[config.mk]
export PLATFORM = sky130hd
export DESIGN_NAME = timed_frame_aggregator_core
export DESIGN_NICKNAME = d
export VERILOG_FILES = /design/src/hw/rtl/tfa_pkg.sv /design/src/hw/rtl/tfa_frame_logic.sv /design/src/hw/rtl/timed_frame_aggregator_core.sv
export SDC_FILE = /design/constraint.sdc
export NUM_CORES = 1
export LEC_CHECK = 0
export BUFFER_PORTS_ARGS = -buffer_cell sky130_fd_sc_hd__buf_2
export CORE_MARGIN = 2
export CORE_UTILIZATION = 38
export DETAILED_ROUTE_END_ITERATION = 8
export PLACE_DENSITY = 0.59
export SYNTH_ARGS = -nofsm -noshare
export SYNTH_HDL_FRONTEND = slang
export SYNTH_SLANG_ARGS = --single-unit
[constraint.sdc]
create_clock -name clk -period 12.2 [get_ports clk]
set_input_delay 1.22 -clock clk [delete_from_list [all_inputs] [get_ports clk]]
set_output_delay 1.22 -clock clk [all_outputs]
set_load 0.1 [all_outputs]
[src/hw/rtl/tfa_pkg.sv]
// ----------------------------------------------------------------------------
// tfa_pkg
// Shared types and constants for the timed frame aggregator.
// ----------------------------------------------------------------------------
package tfa_pkg;

    // Field widths
    localparam int TS_W     = 63;
    localparam int PTS_W    = 16;
    localparam int SEQ_W    = 32;
    localparam int TALLY_W  = 21;
    localparam int PERIOD_W = 32;

    // Packed stream widths
    localparam int S_TDATA_W = 112;
    localparam int M_TDATA_W = 248;

    // Result word bit positions (m_tdata)
    localparam int M_PTS_LSB     = 0;
    localparam int M_START_LSB   = 21;
    localparam int M_END_LSB     = 84;
    localparam int M_FIRST_LSB   = 147;
    localparam int M_LAST_LSB    = 179;
    localparam int M_PKTS_LSB    = 211;
    localparam int M_LATE_BIT    = 243;
    localparam int M_GAP_BIT     = 244;
    localparam int M_REORDER_BIT = 245;
    localparam int M_OVF_BIT     = 246;

    // Operation codes (s_tuser)
    localparam logic OP_PACKET = 1'b0;
    localparam logic OP_FLUSH  = 1'b1;

    // Register index codes (paddr[2])
    localparam logic REG_WINDOW_PERIOD = 1'b0;
    localparam logic REG_MAX_POINTS    = 1'b1;

    // Register reset values
    localparam logic [PERIOD_W-1:0] PERIOD_RESET   = 32'd100000000;
    localparam logic [TALLY_W-1:0]  MAXPTS_RESET   = 21'd65536;

    // Bound on the backward sequence step counted as a reorder (steps below it count)
    localparam logic [SEQ_W-1:0] REORDER_SPAN = 32'd1000;

    typedef struct packed {
        logic             op;
        logic [TS_W-1:0]  timestamp_ns;
        logic [PTS_W-1:0] packet_points;
        logic [SEQ_W-1:0] sequence_req;
    } tfa_item_t;

    typedef struct packed {
        logic               frame_valid;
        logic               overflow_drop;
        logic               reorder_seen;
        logic               gap_seen;
        logic               late_drop;
        logic [SEQ_W-1:0]   frame_packets;
        logic [SEQ_W-1:0]   frame_last_seq;
        logic [SEQ_W-1:0]   frame_first_seq;
        logic [TS_W-1:0]    frame_end_ns;
        logic [TS_W-1:0]    frame_start_ns;
        logic [TALLY_W-1:0] frame_points;
    } tfa_result_t;

endpackage

[src/hw/rtl/tfa_frame_logic.sv]
// ----------------------------------------------------------------------------
// tfa_frame_logic
// Frame state registers and the single-pass decision logic for one word.
// ----------------------------------------------------------------------------
module tfa_frame_logic
    import tfa_pkg::*;
#(
    parameter int POINT_CEILING = 1048576
)
(
    input  logic                clk,
    input  logic                rst_n,
    input  logic                step,
    input  tfa_item_t           item,
    input  logic [PERIOD_W-1:0] window_period_ns,
    input  logic [TALLY_W-1:0]  max_points_per_frame,
    output tfa_result_t         result
);

    localparam logic [31:0] MAX_PTS32 = POINT_CEILING;

    logic               frame_open_reg, frame_open_next;
    logic [TS_W-1:0]    window_start_reg, window_start_next;
    logic [TS_W-1:0]    window_end_reg, window_end_next;
    logic [SEQ_W-1:0]   first_seq_reg, first_seq_next;
    logic [SEQ_W-1:0]   latest_seq_reg, latest_seq_next;
    logic [SEQ_W-1:0]   packet_tally_reg, packet_tally_next;
    logic [TALLY_W-1:0] point_tally_reg, point_tally_next;
    logic [SEQ_W-1:0]   previous_seq_reg, previous_seq_next;
    logic               previous_seq_valid_reg, previous_seq_valid_next;

    logic               late;
    logic               expire;
    logic               restart;
    logic               emit_expire;
    logic               emit_flush;
    logic               overflow;
    logic               gap;
    logic               reorder;
    logic [TS_W:0]      window_limit;
    logic [TS_W-1:0]    cur_start;
    logic [TS_W-1:0]    base_start;
    logic [TS_W-1:0]    base_end;
    logic [SEQ_W-1:0]   base_first;
    logic [SEQ_W-1:0]   base_latest;
    logic [SEQ_W-1:0]   base_pkts;
    logic [TALLY_W-1:0] base_pts;
    logic [TALLY_W:0]   pts_sum;
    logic [TALLY_W-1:0] limit;
    logic [SEQ_W-1:0]   seq_step;
    logic [SEQ_W-1:0]   seq_back;
    tfa_result_t        desc;

    // Effective point limit: register saturated to the build-time ceiling
    always_comb
    begin
        if ({11'd0, max_points_per_frame} > MAX_PTS32)
            limit = MAX_PTS32[TALLY_W-1:0];
        else
            limit = max_points_per_frame;
    end

    // Window checks against the frame as it stands (or as this packet opens it)
    always_comb
    begin
        cur_start    = frame_open_reg ? window_start_reg : item.timestamp_ns;
        late         = frame_open_reg && (item.timestamp_ns < window_start_reg);
        window_limit = {1'b0, cur_start} + {{(TS_W+1-PERIOD_W){1'b0}}, window_period_ns};
        expire       = !late && ({1'b0, item.timestamp_ns} >= window_limit);
        restart      = !frame_open_reg || expire;
        emit_expire  = expire && frame_open_reg && (point_tally_reg != '0);
        emit_flush   = frame_open_reg && (point_tally_reg != '0);
    end

    // Frame that the packet joins
    always_comb
    begin
        base_start  = restart ? item.timestamp_ns : window_start_reg;
        base_end    = restart ? item.timestamp_ns : window_end_reg;
        base_first  = restart ? item.sequence_req : first_seq_reg;
        base_latest = restart ? item.sequence_req : latest_seq_reg;
        base_pkts   = restart ? '0 : packet_tally_reg;
        base_pts    = restart ? '0 : point_tally_reg;
        pts_sum     = {1'b0, base_pts} + {{(TALLY_W+1-PTS_W){1'b0}}, item.packet_points};
        overflow    = pts_sum > {1'b0, limit};
    end

    // Sequence tracking, kept across frames
    always_comb
    begin
        seq_step = previous_seq_reg + 32'd1;
        seq_back = previous_seq_reg - item.sequence_req;
        gap      = previous_seq_valid_reg && (item.sequence_req != seq_step)
                   && (item.sequence_req > previous_seq_reg);
        reorder  = previous_seq_valid_reg && (item.sequence_req < previous_seq_reg)
                   && (seq_back < REORDER_SPAN);
    end

    // Descriptor of the currently open frame
    always_comb
    begin
        desc                 = '0;
        desc.frame_valid     = 1'b1;
        desc.frame_points    = point_tally_reg;
        desc.frame_start_ns  = window_start_reg;
        desc.frame_end_ns    = window_end_reg;
        desc.frame_first_seq = first_seq_reg;
        desc.frame_last_seq  = latest_seq_reg;
        desc.frame_packets   = packet_tally_reg;
    end

    // Result word
    always_comb
    begin
        result = '0;
        if (item.op == OP_FLUSH)
        begin
            if (emit_flush)
                result = desc;
        end
        else if (late)
        begin
            result.late_drop = 1'b1;
        end
        else
        begin
            if (emit_expire)
                result = desc;
            result.gap_seen      = gap;
            result.reorder_seen  = reorder;
            result.overflow_drop = overflow;
        end
    end

    // Next state
    always_comb
    begin
        frame_open_next         = frame_open_reg;
        window_start_next       = window_start_reg;
        window_end_next         = window_end_reg;
        first_seq_next          = first_seq_reg;
        latest_seq_next         = latest_seq_reg;
        packet_tally_next       = packet_tally_reg;
        point_tally_next        = point_tally_reg;
        previous_seq_next       = previous_seq_reg;
        previous_seq_valid_next = previous_seq_valid_reg;
        if (step)
        begin
            if (item.op == OP_FLUSH)
            begin
                if (emit_flush)
                begin
                    frame_open_next  = 1'b0;
                    point_tally_next = '0;
                end
            end
            else if (!late)
            begin
                frame_open_next         = 1'b1;
                window_start_next       = base_start;
                first_seq_next          = base_first;
                previous_seq_next       = item.sequence_req;
                previous_seq_valid_next = 1'b1;
                if (overflow)
                begin
                    window_end_next   = base_end;
                    latest_seq_next   = base_latest;
                    packet_tally_next = base_pkts;
                    point_tally_next  = base_pts;
                end
                else
                begin
                    window_end_next   = item.timestamp_ns;
                    latest_seq_next   = item.sequence_req;
                    packet_tally_next = base_pkts + 32'd1;
                    point_tally_next  = pts_sum[TALLY_W-1:0];
                end
            end
        end
    end

    always_ff @(posedge clk or negedge rst_n)
    begin
        if (!rst_n)
        begin
            frame_open_reg         <= 1'b0;
            window_start_reg       <= '0;
            window_end_reg         <= '0;
            first_seq_reg          <= '0;
            latest_seq_reg         <= '0;
            packet_tally_reg       <= '0;
            point_tally_reg        <= '0;
            previous_seq_reg       <= '0;
            previous_seq_valid_reg <= 1'b0;
        end
        else
        begin
            frame_open_reg         <= frame_open_next;
            window_start_reg       <= window_start_next;
            window_end_reg         <= window_end_next;
            first_seq_reg          <= first_seq_next;
            latest_seq_reg         <= latest_seq_next;
            packet_tally_reg       <= packet_tally_next;
            point_tally_reg        <= point_tally_next;
            previous_seq_reg       <= previous_seq_next;
            previous_seq_valid_reg <= previous_seq_valid_next;
        end
    end

endmodule

[src/hw/rtl/timed_frame_aggregator_core.sv]
// ----------------------------------------------------------------------------
// timed_frame_aggregator_core
// Groups timestamped packet headers into time-window frame descriptors.
// ----------------------------------------------------------------------------
// Every input word yields exactly one output word. Words are taken at one per
// cycle while the output is not stalled: an accepted word sits in the input
// register, is resolved against the frame state when the output register is
// empty or being drained and lands in the output register, from which m_tvalid
// presents it. A stalled output holds the input register, and s_tready drops
// once that is full. The clock rate is set by the 64-bit add of the window
// period to the frame start timestamp and its compare against the packet
// timestamp. Registers sit at byte addresses 0 (window period, ns) and 4
// (point limit) and should only be written while idle.
module timed_frame_aggregator_core
    import tfa_pkg::*;
#(
    parameter int POINT_CEILING = 1048576
)
(
    input  logic                 clk,
    input  logic                 rst_n,

    // Input stream
    input  logic                 s_tvalid,
    output logic                 s_tready,
    // [62:0] timestamp_ns, [78:63] packet_points, [110:79] sequence_req, [111] zero
    input  logic [S_TDATA_W-1:0] s_tdata,
    // [0] op
    input  logic                 s_tuser,

    // Output stream
    output logic                 m_tvalid,
    input  logic                 m_tready,
    // [20:0] frame_points, [83:21] frame_start_ns, [146:84] frame_end_ns,
    // [178:147] frame_first_seq, [210:179] frame_last_seq,
    // [242:211] frame_packets, [243] late_drop, [244] gap_seen,
    // [245] reorder_seen, [246] overflow_drop, [247] zero
    output logic [M_TDATA_W-1:0] m_tdata,
    // [0] frame_valid
    output logic                 m_tuser,

    // Configuration port
    input  logic                 psel,
    input  logic                 penable,
    input  logic                 pwrite,
    input  logic [2:0]           paddr,
    input  logic [31:0]          pwdata,
    output logic [31:0]          prdata,
    output logic                 pready
);

    logic                in_valid_reg, in_valid_next;
    tfa_item_t           in_item_reg;
    logic                out_valid_reg, out_valid_next;
    tfa_result_t         out_result_reg;
    logic [PERIOD_W-1:0] period_reg;
    logic [TALLY_W-1:0]  max_points_reg;
    logic                advance;
    logic                cfg_write;
    tfa_result_t         step_result;

    // Configuration registers
    assign pready    = 1'b1;
    assign cfg_write = psel && penable && pwrite && pready;

    always_ff @(posedge clk or negedge rst_n)
    begin
        if (!rst_n)
        begin
            period_reg     <= PERIOD_RESET;
            max_points_reg <= MAXPTS_RESET;
        end
        else if (cfg_write)
        begin
            case (paddr[2])
                REG_WINDOW_PERIOD: period_reg     <= pwdata;
                REG_MAX_POINTS:    max_points_reg <= pwdata[TALLY_W-1:0];
                default:           period_reg     <= period_reg;
            endcase
        end
    end

    always_comb
    begin
        case (paddr[2])
            REG_WINDOW_PERIOD: prdata = period_reg;
            REG_MAX_POINTS:    prdata = {{(32-TALLY_W){1'b0}}, max_points_reg};
            default:           prdata = '0;
        endcase
    end

    // Pipeline handshake: the input register moves on whenever the output
    // register is empty or being drained
    assign advance  = in_valid_reg && (!out_valid_reg || m_tready);
    assign s_tready = !in_valid_reg || advance;

    always_comb
    begin
        in_valid_next = in_valid_reg;
        if (s_tvalid && s_tready)
            in_valid_next = 1'b1;
        else if (advance)
            in_valid_next = 1'b0;

        out_valid_next = out_valid_reg;
        if (advance)
            out_valid_next = 1'b1;
        else if (m_tready)
            out_valid_next = 1'b0;
    end

    always_ff @(posedge clk or negedge rst_n)
    begin
        if (!rst_n)
        begin
            in_valid_reg  <= 1'b0;
            out_valid_reg <= 1'b0;
        end
        else
        begin
            in_valid_reg  <= in_valid_next;
            out_valid_reg <= out_valid_next;
        end
    end

    // Payload registers
    always_ff @(posedge clk)
    begin
        if (s_tvalid && s_tready)
        begin
            in_item_reg.op            <= s_tuser;
            in_item_reg.timestamp_ns  <= s_tdata[62:0];
            in_item_reg.packet_points <= s_tdata[78:63];
            in_item_reg.sequence_req  <= s_tdata[110:79];
        end
        if (advance)
            out_result_reg <= step_result;
    end

    tfa_frame_logic #(
        .POINT_CEILING (POINT_CEILING)
    ) u_frame_logic (
        .clk                  (clk),
        .rst_n                (rst_n),
        .step                 (advance),
        .item                 (in_item_reg),
        .window_period_ns     (period_reg),
        .max_points_per_frame (max_points_reg),
        .result               (step_result)
    );

    // Output word
    assign m_tvalid = out_valid_reg;
    assign m_tuser  = out_result_reg.frame_valid;
    assign m_tdata  = {1'b0,
                       out_result_reg.overflow_drop,
                       out_result_reg.reorder_seen,
                       out_result_reg.gap_seen,
                       out_result_reg.late_drop,
                       out_result_reg.frame_packets,
                       out_result_reg.frame_last_seq,
                       out_result_reg.frame_first_seq,
                       out_result_reg.frame_end_ns,
                       out_result_reg.frame_start_ns,
                       out_result_reg.frame_points};

endmodule

# Yosys cells after proc, flatten, opt, wreduce, memory -nomap -nowiden
# Index checks and enable logic that the tools add are counted.
[totals] regBits=692 in_bits=155 output_inout_bits=284
[op_classes] addsub=5 magnitude_cmp=7 eq_ne=4 n_mux=27 bitwise=3 reduce_logical=29
[op_table] operator="$mux W248" n=3
[op_table] operator="$mux W243" n=1
[op_table] operator="$mux W63" n=3
[op_table] operator="$mux W32" n=4
[op_table] operator="$mux W21" n=6
[op_table] operator="$add A32 B1 Y32 const B" n=2
[op_table] operator="$add A63 B32 Y64" n=1
[op_table] operator="$ge A63 B64 Y1" n=1
[op_table] operator="$pmux W32 S2" n=1
[op_table] operator="$lt A63 B63 Y1" n=1
[op_table] operator="$gt A32 B32 Y1" n=1
[op_table] operator="$lt A32 B10 Y1 const B" n=1
[op_table] operator="$lt A32 B32 Y1" n=1
[op_table] operator="$ne A32 B32 Y1" n=1
[op_table] operator="$sub A32 B32 Y32" n=1
[op_table] operator="$add A21 B16 Y22" n=1
[op_table] operator="$gt A22 B21 Y1" n=1
[op_table] operator="$gt A21 B21 Y1 const B" n=1
[op_table] operator="$reduce_bool A21 Y1" n=1
[op_table] operator="$logic_and A1 B1 Y1" n=13
[op_table] operator="$mux W1" n=8
[op_table] operator="$reduce_and A4 Y1" n=2
[op_table] operator="$reduce_and A3 Y1" n=2
[op_table] operator="$logic_not A1 Y1" n=4
[op_table] operator="other kinds (7)" n=14

# Logic depth before layout (Yosys ltp)
[depth] word_depth=11 ltp_mapped=56 depth_no_buf=46

# By module
# A second synthesis with hierarchy kept.
[unflattened] hier_cells=3249 area_unflattened_um2=36358.6
[by_module_without_submodules] module="tfa_frame_logic" n_inst=1 cells_each=2728 area_each_um2=22987.0 seq_area_each_um2=6931.6
[by_module_without_submodules] module="timed_frame_aggregator_core" n_inst=1 cells_each=521 area_each_um2=13371.6 seq_area_each_um2=12203.0

# Worst setup path before layout
# No wires, ideal clock.
[synth_timing] path_kind="reg2reg" from="register u_frame_logic.frame_open_reg" to="register u_frame_logic.packet_tally_reg[31]" setup_time_ns=0.122 arrival_time_ns=11.921 setup_slack_ns=0.157 stages_incl_launch_ff=52 period_less_slack_ns=12.043 path_cell_list="dfrtp_1 clkbuf_1 buf_2 buf_2 buf_1 buf_1 clkbuf_1 buf_1 mux2_2 ha_1 nor2b_1 o31a_1 o32ai_1 a21oi_1 a31o_2 a31oi_1 a211oi_1 nand3_1 (+16 left out) a21oi_1 o31a_1 o41ai_1 o21a_1 o21a_1 xor2_1 ha_1 nand4_1 nor3_1 nand2_1 nor4_1 nor2_1 o31a_1 or2_2 clkbuf_1 nor4_1 nand3_1 xor2_1"
[synth_between] elab_chain_len=9
[synth_lines] item="start, declared" line_no="tfa_frame_logic.sv:22" text="logic frame_open_reg, frame_open_next;"
[synth_lines] item="start signal, assigned" line_no="tfa_frame_logic.sv:198" text="frame_open_reg <= frame_open_next;"
[synth_lines] item="$mux W63" line_no="tfa_frame_logic.sv:66" text="cur_start = frame_open_reg ? window_start_reg : item.timestamp_ns;"
[synth_lines] item="$add A63 B32 Y64" line_no="tfa_frame_logic.sv:68" text="window_limit = {1'b0, cur_start} + {{(TS_W+1-PERIOD_W){1'b0}}, window_period_ns};"
[synth_lines] item="$ge A63 B64 Y1" line_no="tfa_frame_logic.sv:69" text="expire = !late && ({1'b0, item.timestamp_ns} >= window_limit);"
[synth_lines] item="$logic_and A1 B1 Y1" line_no="tfa_frame_logic.sv:69"
[synth_lines] item="$logic_or A1 B1 Y1" line_no="tfa_frame_logic.sv:70" text="restart = !frame_open_reg || expire;"
[synth_lines] item="$mux W21" line_no="tfa_frame_logic.sv:83" text="base_pts = restart ? '0 : point_tally_reg;"
[synth_lines] item="$add A21 B16 Y22" line_no="tfa_frame_logic.sv:84" text="pts_sum = {1'b0, base_pts} + {{(TALLY_W+1-PTS_W){1'b0}}, item.packet_points};"
[synth_lines] item="$gt A22 B21 Y1" line_no="tfa_frame_logic.sv:85" text="overflow = pts_sum > {1'b0, limit};"
[synth_lines] item="$mux W32" line_no="tfa_frame_logic.sv:164" text="if (overflow)"
[synth_lines] item="end signal, assigned" line_no="tfa_frame_logic.sv:203" text="packet_tally_reg <= packet_tally_next;"
[synth_lines] item="end, declared" line_no="tfa_frame_logic.sv:27" text="logic [SEQ_W-1:0] packet_tally_reg, packet_tally_next;"
# Parallel ways exist; a longest one is shown, timed or not.
# A chain may end at the register's enable or synchronous reset.

# Final worst setup path
[layout_timing] from="register u_frame_logic.frame_open_reg" to="register u_frame_logic.window_end_reg[23]"
[layout_between] elab_chain_len=10
[layout_lines] item="$mux W63" line_no="tfa_frame_logic.sv:66"
[layout_lines] item="$add A63 B32 Y64" line_no="tfa_frame_logic.sv:68"
[layout_lines] item="$ge A63 B64 Y1" line_no="tfa_frame_logic.sv:69"
[layout_lines] item="$logic_and A1 B1 Y1" line_no="tfa_frame_logic.sv:69"
[layout_lines] item="$logic_or A1 B1 Y1" line_no="tfa_frame_logic.sv:70"
[layout_lines] item="$mux W21" line_no="tfa_frame_logic.sv:83"
[layout_lines] item="$add A21 B16 Y22" line_no="tfa_frame_logic.sv:84"
[layout_lines] item="$gt A22 B21 Y1" line_no="tfa_frame_logic.sv:85"
[layout_lines] item="$ne A2 B1 Y1 (no line)"
[layout_lines] item="$reduce_and A4 Y1 (no line)"
[layout_lines] item="end signal, assigned" line_no="tfa_frame_logic.sv:200" text="window_end_reg <= window_end_next;"
[layout_lines] item="end, declared" line_no="tfa_frame_logic.sv:24" text="logic [TS_W-1:0] window_end_reg, window_end_next;"
# Parallel ways exist; a longest one is shown, timed or not.

==> run_results.csv <==
group,metric,value,unit
yosys,synth-edff-count,360,
layout,final_cells,4871,
place,gp_congestion,0.895,
layout,area_growth,17.8,%
run_status,outcome,"finished, final reports clean",
timing,rsz0062_at_grt,"false",
timing,relSlewSlack,0.208,
global_route,grtUsageMet1,0.278,
detailed_routing,wl_per_cell,19.9,um
layout,postLayoutCoreUtil,0.452,
power_and_ir_drop,p_per_area,267,nW/um^2
layout,largest_register_ffs,247,
detailed_routing,num_vias,25100,
clock_tree,clk_pin_slew,60,ps
timing,final_max_slew_viol_count,0,
yosys,ys_seq_area_frac,0.535,
clock_tree,cts_hold_buf,0,
timing,period_share,0.942,
yosys,synth_fp_nets,3495,
die,die_w,311,um
yosys,synth_area_leaders,"edfxtp_1, dfrtp_1, ha_1, mux2_2, and2_1",
setup_path,critPathKind,"flip-flop to flip-flop",
yosys,synth_warnings,0,
timing,fin_setup_tns,0,ps
place,dp_cells,4720,
global_route,grt_max_degree,129,
global_route,grt_use_met3,0.0306,
yosys,synthDistinctLibCells,89,
setup_path,max_stage_delay,610,ps
global_route,grt-busiest-layer,"met2",
clock_tree,clock_sinks,692,
yosys,synthFlopType,"edfxtp_1",
layout,nets,3933,
power_and_ir_drop,ir_worst_vdd,137,uV
timing,skew,16.7,ps
global_route,overflow,0,
yosys,yosys.area.top_type_share,0.302,
clock_tree,root_buffer,"clkbuf_16",
power_and_ir_drop,p_leak,0.0182,uW
setup_path,worstSetupStartpointType,"flip-flop",
timing,fin_crit,11500,ps
setup_path,critPathSlowestCell,"a2111oi_0",
die,io_pins,439,
yosys,ys_ff_latch,692,
detailed_routing,drc,0,
global_route,antenna_found_initial,10,
place,port_buffers,433,
setup_path,crit_arrival,12020,ps
global_route,grt_pass1_vias,24500,
die,core_area,93300,um^2
die,num_rows,112,
die,floorplan.die_area,96600,um^2
clock_tree,numCtsBuffers,79,
layout,ff_latch_area,19100,um^2
detailed_routing,first_iter_violations,1694,
clock_tree,cts_tree,"yes",
run,drv_cap,0,
clock_tree,cts_max_level,3,
clock_tree,clk_path_buf_depth,3,
timing,hold_viol_final,0,
timing,setup_viol,0,
yosys,synth_commonest_cells,"edfxtp_1, dfrtp_1, and2_1",
worst_hold_path,worstHoldPathType,"flip-flop to flip-flop",
yosys,synthCells,3110,
detailed_routing,vias_per_cell,5.16,
layout,drive_above_1_share,0.233,
yosys,synth_top_area_cell,"edfxtp_1",
timing,fmax,87.0,MHz
die,die_y,311,um
layout,multi_input_area,15800,um^2
yosys,avgSynthCellArea,11.5,um^2
clock_tree,clk_latency,650,ps
yosys,netlist_area,35800,um^2
detailed_routing,totalWireLength,96.9,mm
global_route,use_met2,0.312,
detailed_routing,ant_nets,0,
setup_path,cp-end-kind,"flip-flop",
setup_path,crit_fanout,108,
timing,worst_pin_slew,1180,ps
setup_path,worst_ep_required_time,12730,ps
global_route,grt_pass1_wl,149,mm
setup_path,ff2ff_setup_slack,700,ps
layout,fillCellCount,8822,
detailed_routing,firstDrtPassIters,5,
place,hpwl,69.5,mm
die,initial_core_util,0.383,
global_route,grt_usage,0.199,
yosys,yosysMostFrequentCell,"edfxtp_1",
yosys,ys_async_sr_fraction,0.480,
final timing paths:
path,cells after the start,endpoint,startpoint
worst max-delay path,42,u_frame_logic.window_end_reg[23]$_DFFE_PN0P_,u_frame_logic.frame_open_reg$_DFFE_PN0P_
worst min-delay path,2,u_frame_logic.previous_seq_valid_reg$_DFFE_PN0P_,u_frame_logic.previous_seq_valid_reg$_DFFE_PN0P_
worst max register to register,42,u_frame_logic.window_end_reg[23]$_DFFE_PN0P_,u_frame_logic.frame_open_reg$_DFFE_PN0P_
worst min register to register,2,u_frame_logic.previous_seq_valid_reg$_DFFE_PN0P_,u_frame_logic.previous_seq_valid_reg$_DFFE_PN0P_
max in group asynchronous,3,u_frame_logic.first_seq_reg[27]$_DFFE_PN0P_,rst_n
min in group asynchronous,1,u_frame_logic.window_end_reg[40]$_DFFE_PN0P_,rst_n
cell families (layout without fill, tap and decap cells):
| family | after synthesis | in the layout | synth area share |
|---|---|---|---|
| adder cells (fa/ha/maj) | 230 | 230 | 0.0809 |
| multiplexers | 259 | 259 | 0.0806 |
| AO/OA/AOI/OAI | 569 | 569 | 0.101 |
| AND/OR/NAND/NOR | 969 | 969 | 0.142 |
| buffers and inverters | 251 | 753 | 0.0269 |
| other | 2 | 7 | 0.000210 |
| XOR/XNOR | 138 | 138 | 0.0338 |
| flip-flops | 692 | 692 | 0.535 |
final cells by class:
type / instances / share of cell area
clock inverter: 40 / 0.0112
inverter: 144 / 0.0130
clock buffer: 105 / 0.0521
timing repair buffer: 464 / 0.0582
antenna: 5 / 0.000297
tap: 1254 / 0.0372
multi-input combinational: 2167 / 0.374
sequential: 692 / 0.454
placed cells by master, fill, tap and decap left out, types with 16 or more instances in the layout:
master	synthesis	layout
dfrtp_1	319	318
xor2_1	60	60
xnor2_1	78	78
buf_4	2	28
nor2b_1	34	34
nand2b_1	21	21
nor3_1	45	43
o21ai_1	56	54
clkbuf_1	80	16
mux2_1	30	30
a21o_1	48	48
ha_1	228	228
nand4_1	58	58
inv_1	142	141
a21oi_1	129	128
edfxtp_1	360	360
clkbuf_16	0	81
a22o_1	21	21
and3_1	27	27
nor4_1	29	29
mux2_2	202	202
nand3_1	74	74
nand2_1	270	269
o211ai_1	21	21
buf_2	9	432
o21a_1	18	18
mux2i_1	27	27
nor2_1	94	94
o21ai_0	138	138
and2_1	271	270
worst max-delay path, delay by kind of cell (launching register included):
kind / cells / cell delay, ps
compound gates: 20 / 5310
xor+xnor: 2 / 420
fa+ha+maj: 4 / 1150
buf+inv: 3 / 710
flops: 1 / 530
mux: 2 / 870
simple gates: 11 / 2050
per-layer routing:
| metal | routed length (um) | share of wire |
|---|---|---|
| met5 | 14 | 0.00014 |
| met4 | 2970 | 0.031 |
| met3 | 4900 | 0.051 |
| met2 | 44200 | 0.46 |
| met1 | 44900 | 0.46 |
report_power, final:
part	internal, uW	switching, uW	total, uW
Sequential	3180	493	3680
Clock	1450	997	2440
Combinational	1730	3420	5150
through the flow:
stage                     hold WS, ps  power, uW  instance area (um^2)  setup WS (ps)
after floorplan                   422       7650                 35800            157
after global placement            448       8770                 39400            473
final                             456      11300                 42100            703
after global routing              486      12000                 42100           30.2
after detailed placement          445       8840                 39400            323
after CTS                         459      11300                 42100            248
what timing repair did:
item / CTS / global route
setup buffers: 0 / 1
endpoints found under the setup margin: 0 / 143
gates resized for setup: 0 / 7
(Power assumes the default switching activity.)
